**config.mk**
```make
export PLATFORM = sky130hd
export DESIGN_NAME = bls_ctrl
export DESIGN_NICKNAME = d
export VERILOG_FILES = /design/src/rtl/bls_pkg.sv /design/src/rtl/bls_ctrl.sv
export SDC_FILE = /design/constraint.sdc
export NUM_CORES = 1
export LEC_CHECK = 0
export ABC_AREA = 1
export CAP_MARGIN = 5
export CELL_PAD_IN_SITES_DETAIL_PLACEMENT = 1
export CELL_PAD_IN_SITES_GLOBAL_PLACEMENT = 2
export CORE_MARGIN = 4
export CORE_UTILIZATION = 32
export CTS_CLUSTER_SIZE = 25
export DETAILED_ROUTE_END_ITERATION = 10
export DONT_BUFFER_PORTS = 1
export GPL_TIMING_DRIVEN = 0
export PLACE_DENSITY = 0.9
export SYNTH_ARGS = -nofsm -noshare
export SYNTH_HDL_FRONTEND = slang
export SYNTH_SLANG_ARGS = --single-unit
```
**constraint.sdc**
```tcl
create_clock -name i_clk -period 4.15 [get_ports i_clk]
set_clock_uncertainty 0.1 [all_clocks]
set_input_delay 0.415 -clock i_clk [delete_from_list [all_inputs] [get_ports i_clk]]
set_output_delay 0.415 -clock i_clk [all_outputs]
set_load 0.05 [all_outputs]
```
**src/rtl/bls_pkg.sv**
```systemverilog
package bls_pkg;

    // Store geometry.
    localparam int unsigned MAX_WIDTH  = 256;
    localparam int unsigned MAX_HEIGHT = 256;
    localparam int unsigned CHANNELS   = 3;
    localparam int unsigned FRAC_BITS  = 8;
    localparam int unsigned ADDR_W     = 18;
    localparam int unsigned DEPTH      = MAX_WIDTH * MAX_HEIGHT * CHANNELS;

    // Arithmetic widths.
    localparam int unsigned D_W    = 12;  // node distance terms
    localparam int unsigned M_W    = 24;  // products of two terms
    localparam int unsigned W_W    = 30;  // node weights
    localparam int unsigned P_W    = 39;  // weight times pixel
    localparam int unsigned R_W    = 41;  // row sum
    localparam int unsigned RL_W   = 20;  // low part of a row sum
    localparam int unsigned C_W    = 51;  // partial column product
    localparam int unsigned A_W    = 72;  // column accumulator
    localparam int unsigned SHIFT  = 6 * FRAC_BITS;
    localparam int unsigned LIMIT  = 36 * 256;
    localparam int unsigned RECIP9 = 7282; // ceil(2^16 / 9)

    // Function codes and register indexes.
    localparam logic FUNC_WRITE = 1'b0;
    localparam logic FUNC_QUERY = 1'b1;
    localparam logic REG_WIDTH  = 1'b0;
    localparam logic REG_HEIGHT = 1'b1;

    typedef enum logic [6:0] {
        ST_IDLE   = 7'b0000001,
        ST_WGTA   = 7'b0000010,
        ST_WGTB   = 7'b0000100,
        ST_RUN    = 7'b0001000,
        ST_DRAIN  = 7'b0010000,
        ST_FIN    = 7'b0100000,
        ST_RESULT = 7'b1000000
    } t_state;

    // Commands from controller to datapath.
    typedef struct packed {
        logic       mem_wr;
        logic       load;
        logic       wgt_a;
        logic       wgt_b;
        logic       issue;
        logic [3:0] cnt;
        logic       fin;
        logic       out_load;
    } t_cmd;

    // Status from datapath to controller.
    typedef struct packed {
        logic bad_ch;
    } t_status;

endpackage

```
**src/rtl/bls_ctrl.sv**
```systemverilog
module bls_ctrl (
    input  logic             i_clk,
    input  logic             i_rst_n,
    input  logic             i_valid,
    output logic             o_ready,
    input  logic             i_func,
    output logic             o_valid,
    input  logic             i_ready,
    input  bls_pkg::t_status i_status,
    output bls_pkg::t_cmd    o_cmd
);
    import bls_pkg::*;

    t_state     r_state, n_state;
    logic [3:0] r_cnt, n_cnt;
    logic       r_valid, n_valid;
    logic       acc_in;
    logic       out_free;

    assign o_ready  = (r_state == ST_IDLE);
    assign o_valid  = r_valid;
    assign acc_in   = i_valid && o_ready;
    assign out_free = !r_valid || i_ready;

    // Next state, counter and command decode.
    always_comb begin
        n_state = r_state;
        n_cnt   = r_cnt;
        n_valid = r_valid && !i_ready;
        o_cmd   = '0;
        o_cmd.cnt = r_cnt;
        unique case (r_state)
            ST_IDLE: begin
                if (acc_in) begin
                    if (i_func == FUNC_WRITE) begin
                        o_cmd.mem_wr = 1'b1;
                    end else begin
                        o_cmd.load = 1'b1;
                        n_state = i_status.bad_ch ? ST_RESULT : ST_WGTA;
                    end
                end
            end
            ST_WGTA: begin
                o_cmd.wgt_a = 1'b1;
                n_state = ST_WGTB;
            end
            ST_WGTB: begin
                o_cmd.wgt_b = 1'b1;
                n_cnt = '0;
                n_state = ST_RUN;
            end
            ST_RUN: begin
                o_cmd.issue = 1'b1;
                n_cnt = r_cnt + 4'd1;
                if (r_cnt == 4'd15) begin
                    n_cnt = '0;
                    n_state = ST_DRAIN;
                end
            end
            ST_DRAIN: begin
                n_cnt = r_cnt + 4'd1;
                if (r_cnt == 4'd3) begin
                    n_state = ST_FIN;
                end
            end
            ST_FIN: begin
                o_cmd.fin = 1'b1;
                n_state = ST_RESULT;
            end
            ST_RESULT: begin
                if (out_free) begin
                    o_cmd.out_load = 1'b1;
                    n_valid = 1'b1;
                    n_state = ST_IDLE;
                end
            end
            default: begin
                n_state = ST_IDLE;
            end
        endcase
    end

    // Control registers.
    always_ff @(posedge i_clk) begin
        if (!i_rst_n) begin
            r_state <= ST_IDLE;
            r_cnt   <= '0;
            r_valid <= 1'b0;
        end else begin
            r_state <= n_state;
            r_cnt   <= n_cnt;
            r_valid <= n_valid;
        end
    end

endmodule

```
==> qor.yml <==
floorplanning:
  die_x_um: 56.28
  chipHeight_um: 56.28
  start_util: 0.3371
  num_rows: 17
  coreArea_um2: 2212
  ios: 19
  dieArea_um2: 3167
sta:
  fmax_mhz: 427.3
  setup_viol: 0
  worstMarginPinSlew_ns: 0.8880
  slew_headroom: 0.4058
  post-route-min-period_ns: 2.340
  hold_viol: 0
  drv_slew: 0
  period_share: 0.5639
  finalSetupTns_ns: 0
  rsz0062_at_grt: "no"
yosys:
  synth_top_family_by_area: "simple AND/OR/NAND/NOR gates"
  syn_area_per_cell_um2: 6.163
  ys_types: 18
  synth_compound_area_frac: 0.07718
  syn-num-nets: 128
  netlist_area_um2: 745.7
  synthMuxAreaShare: 0
  ys_seq_area_frac: 0.3221
  yosys_register_bits: 12
  yosys_warnings: 0
  synthXorXnorAreaFrac: 0
  synthSimpleGateAreaFrac: 0.4581
  synth_cells: 121
  synthAdderAreaFrac: 0.01678
clock_network:
  insertion_delay_ns: 0.28
  clk_pin_slew_ns: 0.08
  cts.sinks: 12
  clk_path_buf_depth: 2
  ctsHtreeMaxLevel: 1
  cts-root-buf: "clkbuf_4"
  postCtsHoldBufs: 0
  cts_resized: 0
  tritoncts: "yes"
  cts_post_setup_buffers_inserted: 0
  numCtsBuffers: 3
outcome:
  status: "completed"
worst_setup_path:
  crit_path_end_kind: "primary output"
  cp.required_ns: 3.63
  crit_type: "flip-flop to primary output"
  crit_path_max_incr_delay_ns: 0.71
  rrSetupSlack_ns: 2.09
  rr_worst_depth: 10
  r2r_start: "r_cnt[1]"
  cp-start-kind: "flip-flop"
  crit_arrival_ns: 1.83
  crit_chain: "inv_2 > nand2_2 > nor2_4 > nand2_1 > nor3b_2"
  worstPathMaxFanout: 6
  cp_slowest_cell: "nor3b_2"
  reg2reg_to: "r_state[6]"
worst_hold_path:
  min_path_cells: 1
  worstHoldEndpoint: "r_state[0]"
  hp-start: "i_rst_n"
  hold_class: "primary input to flip-flop"
drt:
  ant_nets: 0
  route.final.wire_length_mm: 2.046
  viasPerCell: 4.830
  drt-wirelength-per-cell_um: 13.37
  drc: 0
  first_pass_iters: 4
  dr.first_iter.drc_count: 17
  dr_total_vias: 739
power:
  p_leak_nw: 0.4023
  fin_total_pwr_mw: 0.5302
  powerDensity_nw_per_um2: 644.9
  irDropWorstVdd_v: 0.0002680
finish:
  drive_above_1_share: 0.1680
  nNetsFinal: 133
  diodes: 0
  area_delta_synth_final_pct: 10.23
global_route:
  antenna_found_initial: 0
  gr-usage-all-layers: 0.1398
  grt_pass1_wl_mm: 3.484
  grt_max_degree: 8
  grt_pass1_vias: 725
  grt_remaining_overflow: 0
flow_run:
  drv_cap: 0
placed_design:
  io_buffers: 0
  gp_congestion: 0.7486
  hpwl_mm: 1.615
metrics by stage:
step,area [um2],instances,hold WS [ns],util,setup slack [ns]
floorplan,745.7,121,0.3991,-,1.768
global placement,780.7,149,0.4066,0.3529,1.637
detailed placement,785.8,149,0.4132,0.3552,2.075
CTS,822.0,153,0.1219,0.3716,1.788
global route,822.0,153,0.1094,0.3716,1.656
finish,822.0,153,0.1273,0.3716,1.810
registers in the layout, indices dropped and copies added (netlist names):
name     flops
o_valid      1
r_state      7
r_cnt        4
power by group:
group | total (mW) | internal, mW | leakage, nW | switching (mW)
logic | 0.270 | 0.0655 | 0.284 | 0.205
clock network | 0.0980 | 0.0533 | 0.0210 | 0.0446
registers | 0.162 | 0.134 | 0.0975 | 0.0277
metal layers:
layer  global-route usage  share of wire  wire length (um)  up-vias
met5                    0              0                 0        -
met1               0.1766           0.46               945      345
met2               0.2237           0.50              1021        7
li1                     -              -                 -      383
met4              0.06102          0.014                29        0
met3              0.03448          0.024                50        4
kinds of logic after synthesis:
logic type | after synthesis
flops | 12
simple gates | 72
compound gates | 11
fa+ha+maj | 1
buf+inv | 25
cell type report:
| cell class | count | area (um2) |
|---|---|---|
| fillers | 307 | 1390 |
| multi-input cells | 84 | 416.7 |
| flip-flops and latches | 12 | 240.2 |
| inverters | 25 | 93.84 |
| clock buffers | 4 | 36.28 |
| well taps | 28 | 35.03 |
layout by cell type (no fill, tap or decap), types with 2 or more instances in the layout:
cell type | Yosys | routed
dfxtp_1 | 12 | 12
nor2_4 | 2 | 2
nand3_1 | 15 | 15
o21ai_0 | 5 | 5
a21oi_1 | 5 | 5
nor2_1 | 20 | 20
nand2_1 | 21 | 21
nand4_1 | 2 | 2
inv_2 | 5 | 5
clkbuf_4 | 0 | 3
nand2_2 | 5 | 5
nor2_2 | 3 | 3
inv_1 | 19 | 19
nor3_1 | 2 | 2
cell usage after synthesis:
| cell type | instances | area [um2] |
|---|---|---|
| o21ai_0 | 5 | 25.02 |
| nand2_1 | 21 | 78.83 |
| nor3b_1 | 1 | 7.510 |
| inv_2 | 5 | 18.77 |
| ha_1 | 1 | 12.51 |
| clkinv_1 | 1 | 3.750 |
| inv_1 | 19 | 71.32 |
| nand3_2 | 1 | 10.01 |
| nand4_1 | 2 | 12.51 |
| nand2_2 | 5 | 31.28 |
| dfxtp_1 | 12 | 240.2 |
| o21bai_1 | 1 | 7.510 |
| nand3_1 | 15 | 75.07 |
| nor2_4 | 2 | 22.52 |
| nor2_1 | 20 | 75.07 |
| nor2_2 | 3 | 18.77 |
| nor3_1 | 2 | 10.01 |
| a21oi_1 | 5 | 25.02 |
critical path, delay by kind of cell, from the launching register on:
| kind | cells | cell delay [ns] |
|---|---|---|
| DFF | 1 | 0.35 |
| and+or+nand+nor | 4 | 1.12 |
| buffers and inverters | 1 | 0.08 |
worst max-delay path by stage:
stage	start	endpoint	slack [ns]	depth (start not counted)
after floorplan	r_state[6]	o_cmd[10]	1.77	5
after global placement	r_state[6]	o_cmd[10]	1.64	5
after detailed placement	r_cnt[1]	r_state[4]	2.07	10
after CTS	r_state[6]	o_cmd[10]	1.79	5
after global routing	r_state[5]	o_cmd[10]	1.66	5
final	r_state[6]	o_cmd[10]	1.81	5
Note: power is estimated with default switching activity, not from simulation.
